==> config.mk <==
export PLATFORM = sky130hd
export DESIGN_NAME = body_point_classify_smooth
export DESIGN_NICKNAME = d
export VERILOG_FILES = /design/src/design/bpcs_pkg.sv /design/src/design/body_point_classify_smooth.sv
export VERILOG_INCLUDE_DIRS = /design/src /design/src/design
export SDC_FILE = /design/constraint.sdc
export NUM_CORES = 2
export LEC_CHECK = 0
export BUFFER_PORTS_ARGS = -buffer_cell sky130_fd_sc_hd__buf_4
export CAP_MARGIN = 40
export CELL_PAD_IN_SITES_DETAIL_PLACEMENT = 0
export CELL_PAD_IN_SITES_GLOBAL_PLACEMENT = 1
export CORE_ASPECT_RATIO = 0.8
export CORE_MARGIN = 1
export CORE_UTILIZATION = 49
export CTS_BUF_LIST = sky130_fd_sc_hd__clkbuf_4
export CTS_CLUSTER_DIAMETER = 120
export CTS_CLUSTER_SIZE = 20
export DETAILED_ROUTE_END_ITERATION = 10
export HOLD_SLACK_MARGIN = 0.15
export PLACE_DENSITY = 0.82
export SLEW_MARGIN = 0
export SYNTH_ARGS = -nofsm -noshare
export SYNTH_HDL_FRONTEND = slang
export SYNTH_SLANG_ARGS = --single-unit
==> constraint.sdc <==
create_clock -name clk -period 9.1 [get_ports clk]
set_clock_uncertainty 0.05 [all_clocks]
set_input_delay 1.365 -clock clk [delete_from_list [all_inputs] [get_ports clk]]
set_output_delay 1.365 -clock clk [all_outputs]
set_load 0.01 [all_outputs]
==> src/design/body_point_classify_smooth_assert.svh <==
// Assertion macros for the body point classifier.
// Included by the RTL file that carries concurrent checks; needs no package.
`ifndef BODY_POINT_CLASSIFY_SMOOTH_ASSERT_SVH
`define BODY_POINT_CLASSIFY_SMOOTH_ASSERT_SVH
`ifndef SYNTH
// Same-cycle implication, checked out of reset.
`define BPCS_ASSERT_NOW(lbl, clk, rst_n, ante, cons) \
  lbl: assert property (@(posedge clk) disable iff (!rst_n) (ante) |-> (cons)) \
    else $error("bpcs check failed");
// Next-cycle implication, checked out of reset.
`define BPCS_ASSERT_NEXT(lbl, clk, rst_n, ante, cons) \
  lbl: assert property (@(posedge clk) disable iff (!rst_n) (ante) |=> (cons)) \
    else $error("bpcs check failed");
`else
`define BPCS_ASSERT_NOW(lbl, clk, rst_n, ante, cons)
`define BPCS_ASSERT_NEXT(lbl, clk, rst_n, ante, cons)
`endif
`endif

==> src/design/bpcs_pkg.sv <==
// Shared constants and types for the body point classifier.
// No dependencies; used by body_point_classify_smooth, skeleton_checker and tb.
`default_nettype none

package bpcs_pkg;

  localparam int COORD_BITS    = 10;
  localparam int MAX_POINTS    = 1024;
  localparam int MAX_SKELETONS = 8;

  localparam int REG_BITS    = 10;
  localparam int NUM_REGS    = 8;
  localparam int PADDR_BITS  = $clog2(NUM_REGS) + 2;
  localparam int SLOT_BITS   = 3;
  localparam int CODE_BITS   = 3;
  localparam int NUM_CLASSES = 5;
  localparam int NUM_LIMBS   = 6;

  localparam int CNT_BITS   = $clog2(MAX_POINTS + 1);
  localparam int SUM_BITS   = COORD_BITS + $clog2(MAX_POINTS);
  localparam int DCNT_BITS  = $clog2(SUM_BITS);
  localparam int WIDE_BITS  = ((COORD_BITS > REG_BITS) ? COORD_BITS : REG_BITS) + 1;
  localparam int CMP_BITS   = WIDE_BITS + 1;
  localparam int HIST_DEPTH = MAX_SKELETONS * NUM_LIMBS;
  localparam int HADDR_BITS = (HIST_DEPTH > 1) ? $clog2(HIST_DEPTH) : 1;

  typedef logic [COORD_BITS-1:0] coord_t;
  typedef logic [REG_BITS-1:0]   creg_t;
  typedef logic [SUM_BITS-1:0]   sum_t;
  typedef logic [CNT_BITS-1:0]   count_t;
  typedef logic [CODE_BITS-1:0]  code_t;

  // Register indexes.
  localparam int REG_HEAD_RISE   = 0;
  localparam int REG_HEAD_WIDTH  = 1;
  localparam int REG_LEG_DROP    = 2;
  localparam int REG_HAND_REACH  = 3;
  localparam int REG_HAND_STEP   = 4;
  localparam int REG_LEG_STEP    = 5;
  localparam int REG_CENTER_STEP = 6;
  localparam int REG_HEAD_STEP   = 7;

  localparam creg_t CFG_RESET [NUM_REGS] = '{
    creg_t'(8), creg_t'(4), creg_t'(8), creg_t'(13),
    creg_t'(4), creg_t'(2), creg_t'(3), creg_t'(2)
  };

  // Limb codes, in output order.
  localparam code_t LIMB_LHAND  = code_t'(0);
  localparam code_t LIMB_RHAND  = code_t'(1);
  localparam code_t LIMB_LLEG   = code_t'(2);
  localparam code_t LIMB_RLEG   = code_t'(3);
  localparam code_t LIMB_CENTER = code_t'(4);
  localparam code_t LIMB_HEAD   = code_t'(5);

  // Accumulator classes; hands and legs share the limb code.
  localparam code_t CLS_HEAD = code_t'(4);

endpackage

`default_nettype wire

==> src/design/body_point_classify_smooth.sv <==
// Body point classifier: accumulates classified edge points per blob, then
// divides and slew-limits six limbs with one shared restoring divider.
// Usage:
//   Input channel in_*: one edge point per request, with the blob center,
//   slot, history flag and last-point mark. A request is taken when in_valid
//   is high and in_stall is low. Ordinary points are taken one per cycle.
//   A request marked last_point starts the limb sequence; in_stall stays high
//   until the sixth limb has been taken on the output channel.
//   Output channel out_*: six limb requests per blob in code order 0..5,
//   last_limb set on the head. Each limb passes a setup state, two divisions
//   of SUM_BITS bits each (20 at the default widths) unless the class is
//   empty or the limb is the center, a smoothing state and an output state.
//   The six limbs use the single shift-subtract divider in turn, and the
//   receiver may hold out_stall. A stalled limb holds its payload.
//   Configuration: APB-style write port, eight 10-bit registers at 4*i, to be
//   written only while the block is idle; the block does not enforce this.
//   Reset (rst_n low, synchronous) restores the register defaults and clears
//   the accumulators and the sequencer. The per-slot history memory is not
//   cleared; a slot must be written once before it is used as history.
`default_nettype none

module body_point_classify_smooth (
  input  wire logic                                clk,
  input  wire logic                                rst_n,
  // input channel
  input  wire logic                                in_valid,
  output logic                                     in_stall,
  input  wire logic [bpcs_pkg::SLOT_BITS-1:0]      in_slot,
  input  wire logic [bpcs_pkg::COORD_BITS-1:0]     in_center_x,
  input  wire logic [bpcs_pkg::COORD_BITS-1:0]     in_center_y,
  input  wire logic [bpcs_pkg::COORD_BITS-1:0]     in_point_x,
  input  wire logic [bpcs_pkg::COORD_BITS-1:0]     in_point_y,
  input  wire logic                                in_use_history,
  input  wire logic                                in_last_point,
  // result channel
  output logic                                     out_valid,
  input  wire logic                                out_stall,
  output logic [bpcs_pkg::SLOT_BITS-1:0]           out_slot,
  output logic [bpcs_pkg::CODE_BITS-1:0]           out_limb_code,
  output logic [bpcs_pkg::COORD_BITS-1:0]          out_limb_x,
  output logic [bpcs_pkg::COORD_BITS-1:0]          out_limb_y,
  output logic                                     out_last_limb,
  // configuration port
  input  wire logic                                psel,
  input  wire logic                                penable,
  input  wire logic                                pwrite,
  input  wire logic [bpcs_pkg::PADDR_BITS-1:0]     paddr,
  input  wire logic [31:0]                         pwdata,
  output logic [31:0]                              prdata,
  output logic                                     pready
);

  localparam int CB  = bpcs_pkg::COORD_BITS;
  localparam int RB  = bpcs_pkg::REG_BITS;
  localparam int SB  = bpcs_pkg::SUM_BITS;
  localparam int NB  = bpcs_pkg::CNT_BITS;
  localparam int WB  = bpcs_pkg::WIDE_BITS;
  localparam int QB  = bpcs_pkg::CMP_BITS;
  localparam int AB  = bpcs_pkg::HADDR_BITS;
  localparam int DB  = bpcs_pkg::DCNT_BITS;
  localparam int NCL = bpcs_pkg::NUM_CLASSES;

  localparam logic [2:0] ST_IDLE   = 3'd0;
  localparam logic [2:0] ST_START  = 3'd1;
  localparam logic [2:0] ST_DIV    = 3'd2;
  localparam logic [2:0] ST_SMOOTH = 3'd3;
  localparam logic [2:0] ST_OUT    = 3'd4;

  // ---------------------------------------------------------------- config
  localparam int PADDR_BITS_IDX = bpcs_pkg::PADDR_BITS - 2;

  bpcs_pkg::creg_t cfg_r [bpcs_pkg::NUM_REGS];
  logic            cfg_we;
  logic [PADDR_BITS_IDX-1:0] cfg_idx;

  assign pready  = 1'b1;
  assign cfg_idx = paddr[bpcs_pkg::PADDR_BITS-1:2];
  assign cfg_we  = psel && penable && pwrite;
  assign prdata  = {{(32-RB){1'b0}}, cfg_r[cfg_idx]};

  always_ff @(posedge clk) begin
    if (!rst_n) begin
      for (int i = 0; i < bpcs_pkg::NUM_REGS; i++) begin
        cfg_r[i] <= bpcs_pkg::CFG_RESET[i];
      end
    end else if (cfg_we) begin
      cfg_r[cfg_idx] <= pwdata[RB-1:0];
    end
  end

  // -------------------------------------------------------- classification
  logic [2:0]       state_r, state_nxt;
  logic             in_acc;
  logic signed [QB-1:0] dx, dy, adx, ndy;
  logic signed [QB-1:0] th_rise, th_width, th_drop, th_reach;
  logic             cls_hit;
  bpcs_pkg::code_t  cls;

  function automatic logic signed [QB-1:0] sx_coord(input logic [CB-1:0] v);
    return $signed({{(QB-CB){1'b0}}, v});
  endfunction

  function automatic logic signed [QB-1:0] sx_reg(input logic [RB-1:0] v);
    return $signed({{(QB-RB){1'b0}}, v});
  endfunction

  assign in_stall = (state_r != ST_IDLE);
  assign in_acc   = in_valid && !in_stall;

  always_comb begin
    dx       = sx_coord(in_point_x) - sx_coord(in_center_x);
    dy       = sx_coord(in_point_y) - sx_coord(in_center_y);
    ndy      = -dy;
    adx      = (dx < 0) ? -dx : dx;
    th_rise  = sx_reg(cfg_r[bpcs_pkg::REG_HEAD_RISE]);
    th_width = sx_reg(cfg_r[bpcs_pkg::REG_HEAD_WIDTH]);
    th_drop  = sx_reg(cfg_r[bpcs_pkg::REG_LEG_DROP]);
    th_reach = sx_reg(cfg_r[bpcs_pkg::REG_HAND_REACH]);
    cls_hit  = 1'b1;
    cls      = bpcs_pkg::CLS_HEAD;
    priority if ((ndy > th_rise) && (adx < th_width)) begin
      cls = bpcs_pkg::CLS_HEAD;
    end else if (dy > th_drop) begin
      cls = (dx > 0) ? bpcs_pkg::LIMB_RLEG : bpcs_pkg::LIMB_LLEG;
    end else if (adx > th_reach) begin
      cls = (dx > 0) ? bpcs_pkg::LIMB_RHAND : bpcs_pkg::LIMB_LHAND;
    end else begin
      cls_hit = 1'b0;
    end
  end

  // ----------------------------------------------------------- accumulators
  bpcs_pkg::sum_t   sum_x_r [NCL];
  bpcs_pkg::sum_t   sum_y_r [NCL];
  bpcs_pkg::count_t cnt_r   [NCL];
  logic             seq_done;
  logic [2:0]       limb_r;

  assign seq_done = (state_r == ST_OUT) && !out_stall && (limb_r == bpcs_pkg::LIMB_HEAD);

  always_ff @(posedge clk) begin
    if (!rst_n || seq_done) begin
      for (int i = 0; i < NCL; i++) begin
        sum_x_r[i] <= '0;
        sum_y_r[i] <= '0;
        cnt_r[i]   <= '0;
      end
    end else if (in_acc && cls_hit) begin
      for (int i = 0; i < NCL; i++) begin
        if ((cls == bpcs_pkg::code_t'(i)) &&
            (cnt_r[i] < bpcs_pkg::count_t'(bpcs_pkg::MAX_POINTS))) begin
          sum_x_r[i] <= sum_x_r[i] + {{(SB-CB){1'b0}}, in_point_x};
          sum_y_r[i] <= sum_y_r[i] + {{(SB-CB){1'b0}}, in_point_y};
          cnt_r[i]   <= cnt_r[i] + 1'b1;
        end
      end
    end
  end

  // ---------------------------------------------------------- blob context
  logic [bpcs_pkg::SLOT_BITS-1:0] slot_r;
  bpcs_pkg::coord_t               cx_r, cy_r;
  logic                           hist_r;
  logic [AB-1:0]                  base_r;

  // Slot folded onto the available history slots.
  function automatic logic [bpcs_pkg::SLOT_BITS-1:0] slot_fold(
      input logic [bpcs_pkg::SLOT_BITS-1:0] s);
    logic [bpcs_pkg::SLOT_BITS:0] v;
    v = {1'b0, s};
    for (int i = 0; i < (1 << bpcs_pkg::SLOT_BITS); i++) begin
      if (int'(v) >= bpcs_pkg::MAX_SKELETONS) begin
        v = v - (bpcs_pkg::SLOT_BITS+1)'(bpcs_pkg::MAX_SKELETONS);
      end
    end
    return v[bpcs_pkg::SLOT_BITS-1:0];
  endfunction

  always_ff @(posedge clk) begin
    if (in_acc && in_last_point) begin
      slot_r <= in_slot;
      cx_r   <= in_center_x;
      cy_r   <= in_center_y;
      hist_r <= in_use_history;
      base_r <= AB'(int'(slot_fold(in_slot)) * bpcs_pkg::NUM_LIMBS);
    end
  end

  // ---------------------------------------------------------- shared divider
  bpcs_pkg::code_t  lcls;
  bpcs_pkg::sum_t   div_num_r;
  logic [NB-1:0]    div_rem_r;
  logic [DB-1:0]    div_cnt_r;
  logic             div_ph_r;
  logic [NB:0]      rem_sh;
  logic             q_bit;
  logic [NB-1:0]    rem_new;
  bpcs_pkg::sum_t   num_new;
  bpcs_pkg::count_t divisor;
  logic             div_last;

  // The head limb is fed by the head class; others share their code.
  assign lcls    = (limb_r == bpcs_pkg::LIMB_HEAD) ? bpcs_pkg::CLS_HEAD : limb_r;
  assign divisor = cnt_r[lcls];

  always_comb begin
    rem_sh   = {div_rem_r, div_num_r[SB-1]};
    q_bit    = (rem_sh >= {1'b0, divisor});
    rem_new  = q_bit ? NB'(rem_sh - {1'b0, divisor}) : rem_sh[NB-1:0];
    num_new  = {div_num_r[SB-2:0], q_bit};
    div_last = (div_cnt_r == DB'(SB - 1));
  end

  // -------------------------------------------------------- history memory
  logic [2*CB-1:0] hist_mem_r [bpcs_pkg::HIST_DEPTH];
  logic [2*CB-1:0] hist_rd_r;
  logic [AB-1:0]   haddr;
  logic            hist_we;
  bpcs_pkg::coord_t res_x, res_y;

  assign haddr   = base_r + AB'(limb_r);
  assign hist_we = (state_r == ST_SMOOTH);

  always_ff @(posedge clk) begin
    if (hist_we) begin
      hist_mem_r[haddr] <= {res_x, res_y};
    end
    if (state_r == ST_START) begin
      hist_rd_r <= hist_mem_r[haddr];
    end
  end

  // ------------------------------------------------------------- smoothing
  bpcs_pkg::coord_t nx_r, ny_r, ox, oy;
  bpcs_pkg::creg_t  lim;

  function automatic bpcs_pkg::coord_t pull_back(input bpcs_pkg::coord_t nv,
                                                 input bpcs_pkg::coord_t ov,
                                                 input bpcs_pkg::creg_t  l);
    logic [WB-1:0] n, o, lw, r;
    n  = {{(WB-CB){1'b0}}, nv};
    o  = {{(WB-CB){1'b0}}, ov};
    lw = {{(WB-RB){1'b0}}, l};
    r  = n;
    if ((n > o) && ((n - o) > lw)) begin
      r = n - lw;
    end else if ((o > n) && ((o - n) > lw)) begin
      r = n + lw;
    end
    return r[CB-1:0];
  endfunction

  always_comb begin
    ox = hist_rd_r[2*CB-1:CB];
    oy = hist_rd_r[CB-1:0];
    unique case (limb_r)
      bpcs_pkg::LIMB_LHAND, bpcs_pkg::LIMB_RHAND: lim = cfg_r[bpcs_pkg::REG_HAND_STEP];
      bpcs_pkg::LIMB_LLEG, bpcs_pkg::LIMB_RLEG:   lim = cfg_r[bpcs_pkg::REG_LEG_STEP];
      bpcs_pkg::LIMB_CENTER:                      lim = cfg_r[bpcs_pkg::REG_CENTER_STEP];
      default:                                    lim = cfg_r[bpcs_pkg::REG_HEAD_STEP];
    endcase
    res_x = nx_r;
    res_y = ny_r;
    if (hist_r) begin
      // A zero coordinate means a lost limb: hold the previous position.
      if (((nx_r == '0) && (ox != '0)) || ((ny_r == '0) && (oy != '0))) begin
        res_x = ox;
        res_y = oy;
      end else if (ox != '0) begin
        res_x = pull_back(nx_r, ox, lim);
        res_y = pull_back(ny_r, oy, lim);
      end
    end
  end

  // -------------------------------------------------------------- sequencer
  always_comb begin
    state_nxt = state_r;
    unique case (state_r)
      ST_IDLE:   if (in_acc && in_last_point) state_nxt = ST_START;
      ST_START: begin
        if ((limb_r == bpcs_pkg::LIMB_CENTER) || (divisor == '0)) begin
          state_nxt = ST_SMOOTH;
        end else begin
          state_nxt = ST_DIV;
        end
      end
      ST_DIV:    if (div_last && div_ph_r) state_nxt = ST_SMOOTH;
      ST_SMOOTH: state_nxt = ST_OUT;
      ST_OUT: begin
        if (!out_stall) begin
          state_nxt = (limb_r == bpcs_pkg::LIMB_HEAD) ? ST_IDLE : ST_START;
        end
      end
      default:   state_nxt = ST_IDLE;
    endcase
  end

  always_ff @(posedge clk) begin
    if (!rst_n) begin
      state_r   <= ST_IDLE;
      limb_r    <= bpcs_pkg::LIMB_LHAND;
      out_valid <= 1'b0;
    end else begin
      state_r <= state_nxt;
      if (state_r == ST_IDLE) begin
        limb_r <= bpcs_pkg::LIMB_LHAND;
      end else if ((state_r == ST_OUT) && !out_stall &&
                   (limb_r != bpcs_pkg::LIMB_HEAD)) begin
        limb_r <= limb_r + 1'b1;
      end
      if (state_r == ST_SMOOTH) begin
        out_valid <= 1'b1;
      end else if (out_valid && !out_stall) begin
        out_valid <= 1'b0;
      end
    end
  end

  // Divider datapath and new-limb registers.
  always_ff @(posedge clk) begin
    unique case (state_r)
      ST_START: begin
        div_num_r <= sum_x_r[lcls];
        div_rem_r <= '0;
        div_cnt_r <= '0;
        div_ph_r  <= 1'b0;
        if (limb_r == bpcs_pkg::LIMB_CENTER) begin
          nx_r <= cx_r;
          ny_r <= cy_r;
        end else begin
          nx_r <= '0;
          ny_r <= '0;
        end
      end
      ST_DIV: begin
        if (div_last) begin
          div_num_r <= sum_y_r[lcls];
          div_rem_r <= '0;
          div_cnt_r <= '0;
          div_ph_r  <= 1'b1;
          if (div_ph_r) begin
            ny_r <= num_new[CB-1:0];
          end else begin
            nx_r <= num_new[CB-1:0];
          end
        end else begin
          div_num_r <= num_new;
          div_rem_r <= rem_new;
          div_cnt_r <= div_cnt_r + 1'b1;
        end
      end
      default: begin
      end
    endcase
  end

  always_ff @(posedge clk) begin
    if (state_r == ST_SMOOTH) begin
      out_slot      <= slot_r;
      out_limb_code <= limb_r;
      out_limb_x    <= res_x;
      out_limb_y    <= res_y;
      out_last_limb <= (limb_r == bpcs_pkg::LIMB_HEAD);
    end
  end

  // ------------------------------------------------------------- assertions
`include "body_point_classify_smooth_assert.svh"

  `BPCS_ASSERT_NOW(a_idle_no_result, clk, rst_n, !in_stall, !out_valid)
  `BPCS_ASSERT_NOW(a_last_is_head, clk, rst_n, out_valid && out_last_limb,
                   out_limb_code == bpcs_pkg::LIMB_HEAD)
  `BPCS_ASSERT_NEXT(a_busy_after_last, clk, rst_n, in_acc && in_last_point, in_stall)
  `BPCS_ASSERT_NEXT(a_more_limbs, clk, rst_n, out_valid && !out_stall && !out_last_limb,
                    in_stall)
  `BPCS_ASSERT_NOW(a_div_bound, clk, rst_n, state_r == ST_DIV,
                   int'(div_cnt_r) < bpcs_pkg::SUM_BITS)

endmodule

`default_nettype wire

# After elaboration in Yosys (flattened, before gate mapping)
# Memories as Yosys holds them, arrays and structs flattened. A register that Yosys moved wholly into a read port is not among the register bits.
# Cells that the tools add are included.
# word_totals
word_cells	252
ram_bits	1295
ff_bits	120
mem_count	5
out_inout_bits	62
# mem_list
memory	words	width	read_ports	rd_ports_with_merged_regs	wr	line_no	rtl
hist_mem_r	48	20	1	1	1	body_point_classify_smooth.sv:215	logic [2*CB-1:0] hist_mem_r [bpcs_pkg::HIST_DEPTH];
sum_x_r	5	20	6	0	5	body_point_classify_smooth.sv:133	bpcs_pkg::sum_t sum_x_r [NCL];
sum_y_r	5	20	6	0	5	body_point_classify_smooth.sv:134	bpcs_pkg::sum_t sum_y_r [NCL];
cfg_r	8	10	9	0	8	body_point_classify_smooth.sv:72	bpcs_pkg::creg_t cfg_r [bpcs_pkg::NUM_REGS];
cnt_r	5	11	6	0	5	body_point_classify_smooth.sv:135	bpcs_pkg::count_t cnt_r [NCL];
# classes
bitwise	16
n_eq_ne	21
multipliers	1
order_cmp	20
reduce_logical	47
n_mux	92
add_sub_neg	31
# op_table
op	count
two-way mux 20 bit	11
adder 20 x 10 -> 20 bit	10
two-way mux 10 bit	17
two-way mux 11 bit	7
subtractor 10 x 10 -> 11 bit	6
adder 11 x 1 -> 11 bit (second input constant)	5
less-than comparator 11 bit (second input constant)	5
> comparator 11 x 10 -> 1 bit	4
> comparator 10 bit	4
one-hot mux 10 bit (2 select lines)	2
one-hot mux 20 bit (2 select lines)	1
two-way mux 1 bit	39
one-hot mux 10 bit (3 select lines)	1
> comparator 12 x 11 -> 1 bit	2
two-way mux 3 bit	8
negator 11 -> 12 bit	2
logical AND 1 bit	22
one-hot mux 11 bit (2 select lines)	1
adder 10 bit	2
zero test 10 bit	2
nonzero test 10 bit	2
subtractor 10 bit	2
equality test 3 x 2 -> 1 bit (second input constant)	6
OR 1 bit	15
other kinds (31)	52

# Logic depth before layout (Yosys ltp)
# logic_depth
depth_word	14
mapped_depth	26

# Worst setup path before layout
# OpenSTA, ideal clock, no wires.
# synth_path
kind	input to register
start	input port in_point_x[0] in the netlist's numbering
end	memory cnt_r[2][0] in the netlist's numbering (enable)
setup_ps	530
path_buffers	0
setup_slack_ps	114
arrival_ps	8406
cell_stages	19
cell_sequence	inv_1 > ha_1 > inv_1 > fa_1 > a21o_1 > a21boi_1 > a211oi_1 > a211oi_1 > o21ai_0 > xnor2_1 > ha_1 > nand2_1 > o21ai_0 > a31o_2 > nor3_1 > and3_1 > or2_4 > maj3_1 > o21ai_0
# synth_lines
element	line_no	rtl
from (decl)	body_point_classify_smooth.sv:31	input wire logic [bpcs_pkg::COORD_BITS-1:0] in_point_x,
to (decl)	body_point_classify_smooth.sv:135	

# Final worst setup path
# layout_path
start	register nx_r[0]
end	memory hist_mem_r[25][14] in the netlist's numbering, data pin
# layout_via
elab_chain_cells	8
# layout_lines
element	line_no	rtl
from (decl)	body_point_classify_smooth.sv:234	bpcs_pkg::coord_t nx_r, ny_r, ox, oy;
from (signal assigned)	body_point_classify_smooth.sv:329	nx_r <= cx_r;
from (signal assigned)	body_point_classify_smooth.sv:345	nx_r <= num_new[CB-1:0];
subtractor 10 x 10 -> 11 bit	body_point_classify_smooth.sv:247	end else if ((o > n) && ((o - n) > lw)) begin
> comparator 11 x 10 -> 1 bit	body_point_classify_smooth.sv:247	
logical AND 1 bit	body_point_classify_smooth.sv:247	
two-way mux 10 bit	body_point_classify_smooth.sv:247	
two-way mux 10 bit	body_point_classify_smooth.sv:245	if ((n > o) && ((n - o) > lw)) begin
two-way mux 10 bit	body_point_classify_smooth.sv:269	end else if (ox != '0) begin
two-way mux 10 bit *	body_point_classify_smooth.sv:266	if (((nx_r == '0) && (ox != '0)) || ((ny_r == '0) && (oy != '0))) begin
two-way mux 10 bit *	body_point_classify_smooth.sv:264	if (hist_r) begin
net res_x[4]	body_point_classify_smooth.sv:219	bpcs_pkg::coord_t res_x, res_y;
to (decl)	body_point_classify_smooth.sv:215	
# The timed path passes the listed nets; every way through them passes the cells marked *.

==> results.py <==
metrics = {
    "synth": {
        "synth_area_leaders": "edfxtp_1, ha_1, nor2_1",
        "synth-async-reset-ratio": 0,
        "post_synth.cell_area_avg_sq_um": 12.98,
        "syn_inst": 5335,
        "synth_top_area_share": 0.6186,
        "yosys_warnings": 0,
        "synth.most_common_cell": "edfxtp_1",
        "yosysSeqAreaShare": 0.6206,
        "synth_top_flop_cell": "edfxtp_1",
        "synth_common_cells": "edfxtp_1, nor2_1, ha_1",
        "yosys.area.top_type": "edfxtp_1",
        "yosysUniqueCellTypes": 88,
        "netlist_area_sq_um": 69270,
        "synth_edf_count": 1427,
        "synth_seq_cells": 1434,
    },
    "place": {
        "port-buffer-count": 103,
        "place.gp.congestion": 0.8937,
        "place_area_sq_um": 73100,
        "place_hpwl_um": 123900,
    },
    "route": {
        "drt_wl_total_um": 191100,
        "drt_iter0_drc": 6195,
        "vias": 45911,
        "drt_pass1_iterations": 6,
        "wl_per_cell_um": 26.12,
        "drc": 0,
        "detail_route.vias_per_cell": 6.276,
        "ant_nets": 0,
    },
    "critical_path": {
        "cpPeakStageDelay_ns": 0.60,
        "required_ns": 9.86,
        "critPathSlowestCell": "a221o_2",
        "cp_cell_sequence": "inv_1 > ha_1 > inv_1 > fa_1 > a21o_1 > a21oi_1 > o21ai_0 > a21o_1 > a21oi_1 > xnor2_1 > ha_1 > and4_1 > nand3_1 > o22ai_1 > a211oi_1 > o31ai_1 > nor2b_1 > a221oi_1 > a211oi_1 > a221o_2 > buf_4",
        "cp_num_buf_inv": 3,
        "cp.depth": 21,
        "crit_family": "compound AO/OA/AOI/OAI gates",
        "arrival_ns": 7.34,
        "path_max_fanout": 27,
        "ff2ff_path_depth": 21,
        "crit_end": "hist_mem_r[25][14]$_DFFE_PP_",
        "critPathLaunchType": "flip-flop",
        "cp-startpoint": "nx_r[0]$_DFFE_PP_",
        "rr_endpoint": "hist_mem_r[25][14]$_DFFE_PP_",
        "critPathKind": "reg -> reg",
        "r2r_start": "nx_r[0]$_DFFE_PP_",
        "r2r_slack_ns": 2.52,
        "end_kind": "flip-flop",
    },
    "pwr": {
        "p_leak_nw": 25.10,
        "p_total_mw": 17.34,
        "powerDensity_nw_per_um2": 234.7,
        "peakVddDrop_v": 0.0002128,
    },
    "cts": {
        "cts_resized": 0,
        "clk_pin_slew_ns": 0.23,
        "cts_root_buf": "clkbuf_4",
        "tritoncts": "built",
        "postCtsSetupBuffers": 0,
        "cts_sinks": 1434,
        "clkLatencyLatePin_ns": 1.15,
        "clockBufferDepth": 3,
        "ctsHoldBuffers": 0,
        "cts.htree.levels": 3,
        "cts-buffers-inserted": 81,
    },
    "sta": {
        "min_period_over_period": 0.7231,
        "grt_setup_unrepaired": "false",
        "finalHoldViolCount": 0,
        "setup_violations": 0,
        "fin_setup_tns_ns": 0,
        "slew_viol_final": 0,
        "fmax_mhz": 152.0,
        "relSlewSlack": 0.3182,
        "worstMarginPinSlew_ns": 1.013,
        "min_period_ns": 6.580,
    },
    "hold_path": {
        "hold_path.class": "in -> reg",
    },
    "final_layout": {
        "fillers": 11671,
        "multi_input_area_sq_um": 24690,
        "drive_gt1_frac": 0.09533,
        "nNetsFinal": 5831,
        "area.sequential_sq_um": 43000,
        "area_growth_pct": 6.640,
        "design_area_sq_um": 73870,
    },
    "global_route": {
        "grt_pass1_vias": 43028,
        "grt_pass1_wl_um": 282300,
        "grt_max_degree": 103,
        "grt_use_total": 0.2620,
        "antenna_found_initial": 6,
        "gr-total-overflow": 0,
    },
    "floorplanning": {
        "initial_core_util": 0.4930,
        "std_cell_rows": 123,
        "die_h_um": 338.3,
        "coreArea_sq_um": 140500,
        "die_w_um": 422.4,
        "pin_count": 151,
        "die-area_sq_um": 142900,
    },
    "run": {
        "maxCapViolations": 0,
    },
    "status": {
        "status": "finished, final reports clean",
    },
}
how the worst min path moves through the flow:
stage                              startpoint                    end  slack (ns)  cells past startpoint
final                          in_center_x[6]      cx_r[6]$_DFFE_PP_        0.33                      1
after global placement    slot_r[2]$_DFFE_PP_  out_slot[2]$_DFFE_PP_        0.35                      0
after global routing           in_center_y[2]      cy_r[2]$_DFFE_PP_        0.24                      1
after floorplan           slot_r[1]$_DFFE_PP_  out_slot[1]$_DFFE_PP_        0.35                      0
after CTS                      in_center_y[2]      cy_r[2]$_DFFE_PP_        0.24                      1
after detailed placement  slot_r[2]$_DFFE_PP_  out_slot[2]$_DFFE_PP_        0.36                      0
sequential cells by signal (all words and copies together) (netlist names), 11 cells and up:
| name | flops |
|---|---|
| sum_y_r | 100 |
| div_rem_r | 11 |
| cfg_r | 80 |
| div_num_r | 20 |
| cnt_r | 55 |
| hist_mem_r | 960 |
| sum_x_r | 100 |
| hist_rd_r | 20 |
per-layer routing:
| layer | wire length (um) | share of wire | global-route usage | up-vias |
|---|---|---|---|---|
| met4 | 4071 | 0.021 | 0.05291 | 0 |
| li1 | - | - | - | 20559 |
| met3 | 19580 | 0.10 | 0.04236 | 217 |
| met1 | 85660 | 0.45 | 0.4149 | 22759 |
| met2 | 81770 | 0.43 | 0.3784 | 2376 |
| met5 | 0 | 0 | 0 | - |
cell families after synthesis:
logic type / after synthesis / synth area share
buffers and inverters: 509 / 0.02984
DFF: 1434 / 0.6206
other: 2 / 0.0001084
muxes: 158 / 0.03007
adders and majority gates: 323 / 0.06080
AOI/OAI and AO/OA: 1412 / 0.1409
and+or+nand+nor: 1252 / 0.08668
xor gates and xnor gates: 245 / 0.03098
final cells by class:
class	count	share of cell area
timing repair buffer	250	0.02940
tap	1875	0.03176
clock buffer	89	0.009045
antenna	6	0.0002033
inverter	240	0.01220
multi-input combinational	3413	0.3342
clock inverter	8	0.001067
sequential	1434	0.5821
power by group:
part	switching, mW	internal [mW]	total [mW]
logic	3.88	1.88	5.76
clock network	1.93	0.467	2.40
registers	0.353	8.83	9.18
cell usage in the layout, fill, tap and decap left out, drive strengths merged, types with 21 or more instances in the layout:
cell,n
nand2,228
nor4,36
a21boi,23
and2,125
nor3,62
ha,299
o21bai,27
xnor2,154
mux4,38
a31oi,94
a221oi,129
fa,23
buf,249
and3,37
a211oi,81
conb,23
edfxtp,1427
a21oi,257
or3,52
o31ai,32
a21o,63
a22oi,199
nand3,129
nor2b,79
xor2,91
a22o,125
o21ai,221
inv,243
nand4,24
mux2i,99
nor2,426
o21a,35
nand2b,23
clkbuf,89
mux2,21
through the flow:
step                      utilization  hold slack (ns)  cells  worst slack [ns]
after floorplan                     -           0.3503   5356            0.1135
after global placement         0.5179           0.3537   7190             1.313
after detailed placement       0.5203           0.3598   7211             1.667
after CTS                      0.5256           0.2407   7308             2.724
after global routing           0.5257           0.2375   7315             2.354
final                          0.5257           0.3269   7315             2.520
(Power assumes the default switching activity.)
